**src/rtl/core/mcpf_pkg.sv**
```systemverilog
// Shared types, constants and helper functions for the multi-channel pipe FIFO.
// Used by mcpf_front, mcpf_back and multi_channel_pipe_fifo_core.
// No dependencies.
package mcpf_pkg;

  // Pipe bank geometry
  localparam int unsigned NUM_PIPES  = 32;
  localparam int unsigned RING_DEPTH = 1024;
  localparam int unsigned PIPE_W     = $clog2(NUM_PIPES);
  localparam int unsigned PTR_W      = $clog2(RING_DEPTH);
  localparam int unsigned ADDR_W     = PIPE_W + PTR_W;
  localparam int unsigned STORE_DEPTH = NUM_PIPES * RING_DEPTH;

  // Fixed field widths
  localparam int unsigned ID_W     = 6;
  localparam int unsigned BYTE_W   = 8;
  localparam int unsigned STAT_W   = 3;
  localparam int unsigned NEWP_W   = 5;
  localparam int unsigned CNT_W    = 10;
  localparam int unsigned IN_DW    = 16;
  localparam int unsigned OUT_DW   = 32;
  localparam logic [CNT_W-1:0] COUNT_MAX = 10'd1023;

  // Command queue depth
  localparam int unsigned QDEPTH = 2;
  localparam int unsigned QPTR_W = $clog2(QDEPTH);
  localparam int unsigned QCNT_W = $clog2(QDEPTH + 1);

  typedef enum logic [1:0] {
    OP_CREATE = 2'd0,
    OP_WRITE  = 2'd1,
    OP_READ   = 2'd2,
    OP_CLOSE  = 2'd3
  } op_t;

  typedef enum logic [STAT_W-1:0] {
    ST_OK     = 3'd0,
    ST_BAD    = 3'd1,
    ST_FULL   = 3'd2,
    ST_EMPTY  = 3'd3,
    ST_NOFREE = 3'd4
  } status_t;

  localparam logic END_READER = 1'b0;
  localparam logic END_WRITER = 1'b1;

  typedef enum logic {
    BE_EXEC  = 1'b0,
    BE_RDATA = 1'b1
  } be_state_t;

  // Classified item as it waits in the command queue
  typedef struct packed {
    op_t               kind;
    logic              pid_ok;
    logic [PIPE_W-1:0] pipe;
    logic [BYTE_W-1:0] wbyte;
    logic              close_end;
    logic              last;
  } cmd_t;

  // Result item, last field in the lowest bits
  typedef struct packed {
    logic              freed;
    logic [CNT_W-1:0]  moved_count;
    logic [NEWP_W-1:0] new_pipe;
    logic [BYTE_W-1:0] read_byte;
    status_t           status;
  } result_t;

  typedef struct packed {
    logic              found;
    logic [PIPE_W-1:0] idx;
  } free_pick_t;

  // Lowest pipe that is not in use
  function automatic free_pick_t find_free(input logic [NUM_PIPES-1:0] used);
    free_pick_t pick;
    pick.found = 1'b0;
    pick.idx   = '0;
    for (int i = NUM_PIPES - 1; i >= 0; i--) begin
      if (!used[i]) begin
        pick.found = 1'b1;
        pick.idx   = PIPE_W'(i);
      end
    end
    return pick;
  endfunction

  // Advance a ring pointer with wrap
  function automatic logic [PTR_W-1:0] ring_next(input logic [PTR_W-1:0] p);
    return (p == PTR_W'(RING_DEPTH - 1)) ? '0 : p + PTR_W'(1);
  endfunction

endpackage

```
**src/rtl/core/mcpf_front.sv**
```systemverilog
// Front end: accepts input items, classifies them and holds them in a short queue.
// Depends on mcpf_pkg.
module mcpf_front (
  input  logic                           clk,
  input  logic                           rst_n,
  input  logic                           in_tvalid,
  output logic                           in_tready,
  input  logic [mcpf_pkg::IN_DW-1:0]     in_tdata,  // pipe_id[5:0], write_byte[13:6],
                                                    // close_end[14], zero[15]
  input  logic [1:0]                     in_tuser,  // kind[1:0]
  input  logic                           in_tlast,  // last
  input  logic                           q_pop,
  output logic                           q_valid,
  output mcpf_pkg::cmd_t                 q_head
);

  mcpf_pkg::cmd_t                  cmd;
  mcpf_pkg::cmd_t                  q_r [mcpf_pkg::QDEPTH];
  logic [mcpf_pkg::QPTR_W-1:0]     wptr_r, wptr_nxt;
  logic [mcpf_pkg::QPTR_W-1:0]     rptr_r, rptr_nxt;
  logic [mcpf_pkg::QCNT_W-1:0]     cnt_r, cnt_nxt;
  logic [mcpf_pkg::ID_W-1:0]       pid;
  logic                            push;
  logic                            pop;

  // Classify the incoming item
  always_comb begin
    pid           = in_tdata[mcpf_pkg::ID_W-1:0];
    cmd.kind      = mcpf_pkg::op_t'(in_tuser);
    cmd.pid_ok    = (32'(pid) < 32'(mcpf_pkg::NUM_PIPES));
    cmd.pipe      = pid[mcpf_pkg::PIPE_W-1:0];
    cmd.wbyte     = in_tdata[mcpf_pkg::ID_W +: mcpf_pkg::BYTE_W];
    cmd.close_end = in_tdata[mcpf_pkg::ID_W + mcpf_pkg::BYTE_W];
    cmd.last      = in_tlast;
  end

  assign in_tready = (cnt_r != mcpf_pkg::QCNT_W'(mcpf_pkg::QDEPTH));
  assign push      = in_tvalid && in_tready;
  assign q_valid   = (cnt_r != '0);
  assign pop       = q_pop && q_valid;
  assign q_head    = q_r[rptr_r];

  // Advance queue pointers and count
  always_comb begin
    wptr_nxt = push ? ((wptr_r == mcpf_pkg::QPTR_W'(mcpf_pkg::QDEPTH - 1)) ?
                       '0 : wptr_r + mcpf_pkg::QPTR_W'(1)) : wptr_r;
    rptr_nxt = pop ? ((rptr_r == mcpf_pkg::QPTR_W'(mcpf_pkg::QDEPTH - 1)) ?
                      '0 : rptr_r + mcpf_pkg::QPTR_W'(1)) : rptr_r;
    cnt_nxt  = cnt_r;
    if (push && !pop) begin
      cnt_nxt = cnt_r + mcpf_pkg::QCNT_W'(1);
    end else if (pop && !push) begin
      cnt_nxt = cnt_r - mcpf_pkg::QCNT_W'(1);
    end
  end

  always_ff @(posedge clk) begin
    if (!rst_n) begin
      wptr_r <= '0;
      rptr_r <= '0;
      cnt_r  <= '0;
    end else begin
      wptr_r <= wptr_nxt;
      rptr_r <= rptr_nxt;
      cnt_r  <= cnt_nxt;
    end
  end

  // Store the classified item
  always_ff @(posedge clk) begin
    if (push) begin
      q_r[wptr_r] <= cmd;
    end
  end

endmodule

```
**config.mk**
```make
export PLATFORM = sky130hd
export DESIGN_NAME = mcpf_front
export DESIGN_NICKNAME = d
export VERILOG_FILES = /design/src/rtl/core/mcpf_pkg.sv /design/src/rtl/core/mcpf_front.sv
export SDC_FILE = /design/constraint.sdc
export NUM_CORES = 1
export LEC_CHECK = 0
export ABC_AREA = 1
export CORE_UTILIZATION = 60
export DETAILED_ROUTE_END_ITERATION = 12
export DONT_BUFFER_PORTS = 1
export PLACE_DENSITY = 0.76
export SLEW_MARGIN = 20
export SYNTH_ARGS = -nofsm -noshare
export SYNTH_HDL_FRONTEND = slang
export SYNTH_SLANG_ARGS = --single-unit
```
**constraint.sdc**
```tcl
create_clock -name clk -period 2.8 [get_ports clk]
set_input_delay 0.42 -clock clk [delete_from_list [all_inputs] [get_ports clk]]
set_output_delay 0.42 -clock clk [all_outputs]
set_load 0.01 [all_outputs]
```
==> results of run 1 <==
## layer usage
layer / vias to the layer above / share of wire, % / global-route usage (%)
met3: 2 / 7.5 / 8.76
met2: 31 / 54 / 26.7
met4: 0 / 0.42 / 9.21
met5: - / 0 / 0
met1: 346 / 38 / 19.3
li1: 355 / - / -
## cell families (layout without fill, tap and decap cells)
group | after synthesis | in the layout | synth area share (%)
DFF | 41 | 41 | 74.0
and+or+nand+nor | 19 | 19 | 4.70
muxes | 18 | 18 | 15.0
buffers and inverters | 11 | 20 | 4.08
AOI/OAI and AO/OA | 4 | 4 | 1.41
adders and majority gates | 1 | 1 | 0.784
## placed cells by master (no fill, tap or decap)
master,synthesis,layout
inv_1,9,9
buf_4,0,3
clkinv_2,0,2
clkbuf_1,0,1
mux2_4,10,10
dfxtp_1,5,5
mux2_2,8,8
nor2_1,8,6
o21a_1,1,1
o21ai_0,2,2
a21oi_1,1,1
nand2_1,9,9
nor2_2,0,2
nand3_1,1,1
edfxtp_1,36,36
nand4_1,1,1
ha_1,1,1
clkbuf_4,0,5
## final timing paths
check                                  start  cells past startpoint          to  slack, ps
worst max-delay path                register                      2   q_head[2]        800
worst min-delay path            in_tdata[14]                      0   q_r[0][1]        170
worst max register to register      cnt_r[0]                      5  q_r[0][14]       1130
worst min register to register        rptr_r                      2      rptr_r        510
## layout make-up
class	instances	area, sq um
Sequential cell	41	1180
Clock inverter	2	10.0
Fill cell	182	818
Clock buffer	6	41.3
Inverter	9	33.8
Tap cell	30	37.5
Timing Repair Buffer	3	22.5
Multi-Input combinational cell	42	355
## report_power, final
part           internal, mW  total [mW]  switching, mW
logic                 0.156       0.367          0.211
registers             0.775       0.818         0.0436
clock network        0.0957       0.268          0.173
total                  1.03        1.45          0.427
## worst max-delay path, delay by kind of cell (launching register included)
| family | cells | cell delay [ps] |
|---|---|---|
| flops | 1 | 540 |
| mux | 1 | 400 |
| buf+inv | 1 | 300 |
## stage by stage
stage	utilization, %	total power [mW]	cell area [sq um]	instances
detailed placement	65.2	1.20	1630	125
floorplan	-	1.15	1600	94
finish	67.3	1.45	1680	133
CTS	67.3	1.47	1680	133
global placement	65.2	1.19	1630	125
global route	67.3	1.53	1680	133
## state kept, by name, summed over array words and instances (netlist names), named ones only
signal,cells
wptr_r,1
cnt_r,2
q_r,36
rptr_r,1
==> qor.txt, run 1 <==
# DRC -> 0
Most frequent cell after synthesis -> edfxtp_1
Worst hold path type -> input port to register
Clock transition at the registers of the reported paths -> 110 ps
Initial Util -> 63.9%
Max-slew headroom -> 72.7%
Pre-CTS WS -> 1120 ps
Unique masters post-synth -> 15
RSZ-0062 raised after global routing -> false
Setup crit end kind -> primary output
Router iterations before antenna repair -> 4
Routed Antenna Nets -> 0
Syn_nets -> 118
Clk sink count -> 41
Via count -> 734
Final Wtd Congestion -> 0.584
TritonCTS clock tree -> done
Clock skew -> 5.33 ps
Syn. warnings -> 0
Mapped Area -> 0.00160 sq mm
Minimum clock period -> 2000 ps
Min setup slack post-route -> 804 ps
Worst slew pin tran -> 409 ps
Area grow syn2layout -> 5.33%
Hold_ws -> 169 ps
Die area -> 0.00287 sq mm
Final Hold Fails -> 0
Synth async-reset ratio -> 0%
Worst-path cell chain -> buf_4 -> mux2_2
Period utilization -> 71.3%
Layout cells sized above 1 -> 29.1%
Final wirelength -> 2.16 mm
Worst Path Required -> 2380 ps
LEAKAGE -> 0.619 nW
Number of flops mapped to enable cells by yosys -> 36
Initial antenna violation count -> 0
IO Port Bufs -> 0
First-pass GRT wire length -> 3.10 mm
Vias in the first global route -> 669
DR vias/cell -> 5.52
Die Ht -> 53.6 microns
Pwr Density -> 864 mW/mm^2
Io pins -> 43
Syn avg cell area -> 17.0 sq um
Crit Path Max Fanout -> 11
Worst Setup Start Kind -> register
Largest area contributor in the netlist -> edfxtp_1
Fmax -> 501 MHz
H-tree levels -> 2
IR drop worst, VDD -> 631 uV
Post-CTS Resized -> 0
Post-CTS Setup Inserts -> 0
Fin. max-slew vios -> 0
Final TNS setup -> 0 ps
Largest net degree at the start of global routing -> 13
WS Path Type -> register to primary output
Commonest cells post-synth -> edfxtp_1, mux2_4, inv_1, nand2_1
Rows -> 18
Clk buf depth -> 2
CTS root buffer -> clkbuf_4
Core footprint -> 0.00250 sq mm
Grt ovf -> 0
Max-cap violations -> 0
Synth Instances -> 94
Main synth FF type -> edfxtp_1
Register bit total from synthesis -> 41
CTS hold repair buffers -> 0
Total CTS buffers -> 5
Drt wl/cell -> 16.2 microns
Delay of the slowest critical-path stage -> 540 ps
Final setup violation count -> 0
Critical-path top delay cell -> dfxtp_1
Seq/Total Area, Yosys -> 74.0%
GRT Overall Usage -> 17.2%
DR iter-0 viols -> 17
Synth area leaders -> edfxtp_1, mux2_4, dfxtp_1
# nets final -> 126
Clock latency on the worst-skew pair -> 330 ps
ANT cells -> 0
Outcome -> complete, no violations
Die X -> 53.6 microns
Synth top area share -> 67.7%
Worst EP arrival -> 1580 ps
No activity file was read; power rests on OpenSTA's default activity.
==> run 2, diff against run 1 <==
==> constraint.sdc (replaced) <==
create_clock -name clk -period 1.93 [get_ports clk]
set_input_delay 0.2895 -clock clk [delete_from_list [all_inputs] [get_ports clk]]
set_output_delay 0.2895 -clock clk [all_outputs]
set_load 0.01 [all_outputs]
==> qor.txt, run 2 (synthesis gave the netlist of run 1 again) <==
Outcome -> complete, no violations
DR vias/cell -> 5.50 (-0.34%)
Placed Instance Area -> 0.00165 sq mm (+1.4%)
First-pass GRT wire length -> 3.11 mm (+0.42%)
Worst-path cell chain -> buf_4 -> mux2_2
Hold_ws -> 39.5 ps (-129 ps)
CP top delay family -> multiplexers
Worst Path Required -> 1640 ps (-740 ps)
Grt ovf -> 0 (unchanged)
Worst EP arrival -> 1300 ps (-280 ps)
Io pins -> 43 (unchanged)
Most common cell after layout, fill and taps aside -> edfxtp_1
Top Registers -> q_r x36, cnt_r x2
Die area -> 0.00287 sq mm (unchanged)
Crit Path Max Fanout -> 11 (unchanged)
Delay of the slowest critical-path stage -> 390 ps (-150 ps)
ANT cells -> 0 (unchanged)
Minimum clock period -> 1590 ps
Final Wtd Congestion -> 0.581 (-0.46%)
Internal reg-to-reg setup slack -> 340 ps (-790 ps)
Core footprint -> 0.00250 sq mm (unchanged)
Pwr Density -> 1240 mW/mm^2 (+44%)
Setup crit end kind -> primary output
GRT Overall Usage -> 17.8% (+0.58 points)
Worst setup endpoint -> q_head[2]
Clk sink count -> 41 (unchanged)
Hold path depth -> 0 (unchanged)
R2r endpoint -> q_r[1][5]
Max-slew headroom -> 75.6% (+2.8 points)
Critical-path top delay cell -> mux2_2
Fmax -> 630 MHz
Clock latency on the worst-skew pair -> 340 ps (about the same)
Vias in the first global route -> 694 (+3.7%)
Final instance area -> 0.00170 sq mm (+1.2%)
RSZ-0062 raised after global routing -> false
Top reg by flops -> q_r
Clk buf depth -> 2 (unchanged)
Routed Antenna Nets -> 0 (unchanged)
Period utilization -> 82.3%
Final setup violation count -> 0 (unchanged)
Final wirelength -> 2.13 mm (-1.5%)
IR drop worst, VDD -> 898 uV (+42%)
# DRC -> 0 (unchanged)
Max-cap violations -> 0 (unchanged)
LEAKAGE -> 0.629 nW (+1.6%)
Final Hold Fails -> 0 (unchanged)
DR iter-0 viols -> 12 (-5)
H-tree levels -> 2 (unchanged)
Clock transition at the registers of the reported paths -> 100 ps (about the same)
Fin. max-slew vios -> 0 (unchanged)
Clock skew -> 2.75 ps (-2.58 ps)
Total CTS buffers -> 5 (unchanged)
HPWL after DPL -> 1.62 mm
Router iterations before antenna repair -> 3 (-1)
CTS hold repair buffers -> 0 (unchanged)
Path depth of the worst reg2reg path -> 5 (unchanged)
Die Ht -> 53.6 microns (unchanged)
CTS root buffer -> clkbuf_4
Die X -> 53.6 microns (unchanged)
Worst path bufs/invs -> 1 (unchanged)
Critical path depth -> 2 (unchanged)
Layout cells sized above 1 -> 29.2% (+0.12 points)
Rows -> 18 (unchanged)
Worst Setup Start Kind -> register
Via count -> 748 (+1.9%)
Drt wl/cell -> 15.6 microns (-3.7%)
Final TNS setup -> 0 ps (unchanged)
Worst hold path type -> input port to register
RR Startpoint -> cnt_r[0]
Worst slew pin tran -> 366 ps (-42.4 ps)
Post-CTS Setup Inserts -> 0 (unchanged)
Initial Util -> 63.9% (unchanged)
Initial antenna violation count -> 0 (unchanged)
Area grow syn2layout -> 6.58%
Max FFs per register -> 36 (unchanged)
WS Path Type -> register to primary output
Post-CTS Resized -> 0 (unchanged)
Most frequent cells in the layout -> edfxtp_1, mux2_4, inv_1, nand2_1, mux2_2
# nets final -> 129 (+2.4%)
IO Port Bufs -> 0 (unchanged)
TritonCTS clock tree -> done
Largest net degree at the start of global routing -> 12 (-1)
-- run 2: cell types whose count changed in the layout (fill, tap and decap cells not counted), sizes merged --
cell	previous run	this run
buf	3	6
clkbuf	6	8
clkinv	2	0
-- run 2: power by group --
group,switching [mW],internal [mW]
combinational,0.321,0.245
clock,0.235,0.145
sequential,0.0467,1.12
-- run 2: per-layer routing --
layer | global-route usage [%] | wire length, microns | part of all wire, % | vias to the layer above
li1 | - | - | - | 357
met2 | 27.5 | 1160 | 55 | 29
met4 | 11.8 | 56 | 2.6 | 0
met5 | 0 | 0 | 0 | -
met1 | 18.0 | 716 | 34 | 356
met3 | 10.5 | 190 | 8.9 | 6
-- run 2: metrics by stage --
stage                     cells  setup slack [ps]  power, mW  util (%)
after floorplan              94               123       1.67         -
after detailed placement    128               337       1.77      66.1
after global placement      128               391       1.74      66.1
final                       136               342       2.12      68.1
after CTS                   136               308       2.15      68.1
after global routing        136               227       2.23      68.1
-- run 2: how the worst min path moves through the flow --
| stage | endpoint | startpoint | slack [ps] |
|---|---|---|---|
| 2_1_floorplan | q_r[0][0] | in_tlast | 390 |
| 3_3_place_gp | q_r[0][0] | in_tlast | 390 |
| 3_5_place_dp | q_r[1][14] | in_tdata[4] | 390 |
| 4_1_cts | q_r[0][1] | in_tdata[14] | 20 |
| 5_1_grt | q_r[0][6] | in_tdata[10] | 4 |
| 6_report | q_r[0][6] | in_tdata[10] | 40 |
-- run 2: cell type report --
cell class | instances | area (sq um)
Clock buffer | 8 | 48.8
Sequential cell | 41 | 1180
Fill cell | 174 | 798
Tap cell | 30 | 37.5
Inverter | 9 | 33.8
Multi-Input combinational cell | 42 | 355
Timing Repair Buffer | 6 | 45.0
-- run 2: worst register-to-register path, cell delays in order, from the launching register on --
cell and delay, ps:
dfxtp_1 370, inv_1 90, nand2_1 140, nand2_1 140, nor2_2 330, buf_4 240
==> run 3, diff against run 2 <==
--- a/config.mk
+++ b/config.mk
@@ -6,10 +6,10 @@
 export NUM_CORES = 1
 export LEC_CHECK = 0
 export ABC_AREA = 1
-export CORE_UTILIZATION = 60
+export CORE_UTILIZATION = 54
 export DETAILED_ROUTE_END_ITERATION = 12
 export DONT_BUFFER_PORTS = 1
-export PLACE_DENSITY = 0.76
+export PLACE_DENSITY = 0.72
 export SLEW_MARGIN = 20
 export SYNTH_ARGS = -nofsm -noshare
 export SYNTH_HDL_FRONTEND = slang
==> constraint.sdc (replaced) <==
create_clock -name clk -period 1.4 [get_ports clk]
set_input_delay 0.21 -clock clk [delete_from_list [all_inputs] [get_ports clk]]
set_output_delay 0.21 -clock clk [all_outputs]
set_load 0.01 [all_outputs]
==> qor.txt, run 3 (synthesis gave the netlist of run 1 again) <==
Outcome -> complete, no violations
Worst EP arrival -> 1190 ps (-110 ps)
HPWL after DPL -> 1.61 mm (-0.39%)
Drt wl/cell -> 15.8 microns (+0.98%)
Max-cap violations -> 0 (unchanged)
CTS root buffer -> clkbuf_4
Final wirelength -> 2.49 mm (+17%)
# DRC -> 0 (unchanged)
# nets final -> 150 (+16%)
Die area -> 0.00318 sq mm (+11%)
LEAKAGE -> 0.754 nW (+20%)
Reg area -> 0.00119 sq mm (+0.42%)
Clock latency on the worst-skew pair -> 330 ps (about the same)
DR iter-0 viols -> 42 (+30)
Max-slew headroom -> 90.7% (+15 points)
Multi-input gate area -> 403 sq um (+13%)
Vias in the first global route -> 825 (+19%)
Io pins -> 43 (unchanged)
Most common cell after layout, fill and taps aside -> edfxtp_1
Final Hold Fails -> 0 (unchanged)
Largest net degree at the start of global routing -> 12 (unchanged)
Worst path bufs/invs -> 1 (unchanged)
Core footprint -> 0.00278 sq mm (+11%)
Max FFs per register -> 36 (unchanged)
Clk buf depth -> 2 (unchanged)
Hold_ws -> 31.1 ps (-8.41 ps)
Total CTS buffers -> 5 (unchanged)
Clock skew -> 8.47 ps (+5.72 ps)
Most frequent cells in the layout -> edfxtp_1, mux2_4, dlygate4sd3_1, nand2_1, inv_1
Setup crit end kind -> primary output
Minimum clock period -> 1400 ps
Fmax -> 715 MHz
Delay of the slowest critical-path stage -> 390 ps (about the same)
Pwr Density -> 1610 mW/mm^2 (+30%)
Top Registers -> q_r x36, cnt_r x2
Initial Util -> 57.4% (-6.5 points)
RSZ-0062 raised after global routing -> true
Worst Path Required -> 1190 ps (-450 ps)
Die X -> 56.4 microns (+5.2%)
Initial antenna violation count -> 0 (unchanged)
Worst hold path type -> input port to register
IR drop worst, VDD -> 1260 uV (+40%)
Via count -> 838 (+12%)
IO Port Bufs -> 0 (unchanged)
Clk sink count -> 41 (unchanged)
Final setup violation count -> 0 (unchanged)
Router iterations before antenna repair -> 4 (+1)
Period utilization -> 99.9%
First-pass GRT wire length -> 3.78 mm (+22%)
Area grow syn2layout -> 24.2%
GRT Overall Usage -> 16.6% (-1.2 points)
Top reg by flops -> q_r
Fill count -> 189 (+8.6%)
H-tree levels -> 2 (unchanged)
Fin. max-slew vios -> 0 (unchanged)
Clock transition at the registers of the reported paths -> 110 ps (about the same)
CP top delay family -> flip-flops
TritonCTS clock tree -> done
Routed Antenna Nets -> 0 (unchanged)
Critical-path top delay cell -> dfxtp_4
Final instance area -> 0.00198 sq mm (+17%)
Final Wtd Congestion -> 0.635 (+9.3%)
DR vias/cell -> 5.30 (-3.6%)
Rows -> 19 (+1)
ANT cells -> 0 (unchanged)
Worst-path cell chain -> buf_12 -> mux2_4
Placed Instance Area -> 0.00167 sq mm (+0.98%)
Die Ht -> 56.4 microns (+5.2%)
Worst Setup Start Kind -> register
Worst slew pin tran -> 139 ps (-228 ps)
Crit Path Max Fanout -> 10 (-1)
WS Path Type -> register to primary output
Grt ovf -> 0 (unchanged)
Layout cells sized above 1 -> 31.5% (+2.3 points)
==> run 3: worst paths after layout <==
path | cells past startpoint | from | endpoint | slack (ps)
max | 2 | register | q_head[4] | 0.8
min | 1 | in_tdata[5] | q_r[1][15] | 30
max reg2reg | 8 | cnt_r[1] | cnt_r[1] | 70
min reg2reg | 2 | rptr_r | register | 510
==> run 3: power by group <==
group	total [mW]	switching (mW)	internal (mW)	leakage (nW)
combinational	1.03	0.518	0.511	0.350
clock	0.533	0.332	0.201	0.0265
sequential	1.64	0.0811	1.56	0.378
total	3.20	0.931	2.27	0.754
==> run 3: routing by layer <==
layer / routed length, microns / GRT usage, % / vias to the layer above / part of all wire (%)
met2: 1340 / 28.7 / 30 / 54
met4: 16 / 6.27 / 0 / 0.64
met3: 156 / 7.37 / 2 / 6.3
li1: - / - / 399 / -
met5: 0 / 0 / - / 0
met1: 982 / 17.8 / 407 / 39
==> run 3: final cells by class <==
class,count,area share [%]
Sequential cell,41,59.8
Multi-Input combinational cell,42,20.3
Timing Repair Buffer,27,13.8
Clock buffer,8,2.46
Tap cell,31,1.96
Inverter,9,1.70
==> run 3: per-stage QoR <==
stage | power (mW) | std cells | TNS, ps | worst slack [ps] | utilization, %
finish | 3.20 | 158 | 0 | 0.801 | 71.3
global route | 3.37 | 158 | -841 | -53.5 | 71.3
CTS | 3.09 | 158 | -525 | -40.3 | 69.0
detailed placement | 2.49 | 131 | -104 | -104 | 60.0
global placement | 2.44 | 131 | 0 | 53.4 | 60.0
floorplan | 2.31 | 94 | -4850 | -135 | -
==> run 3: timing repair <==
action / 4_1_cts / 5_1_grt
hold buffers: 18 / 0
pin swaps: 3 / 0
buffers inserted: 1 / 0
resized for setup: 5 / 16
hold endpoints to repair: 38 / 0
endpoints found under the setup margin: 19 / 19
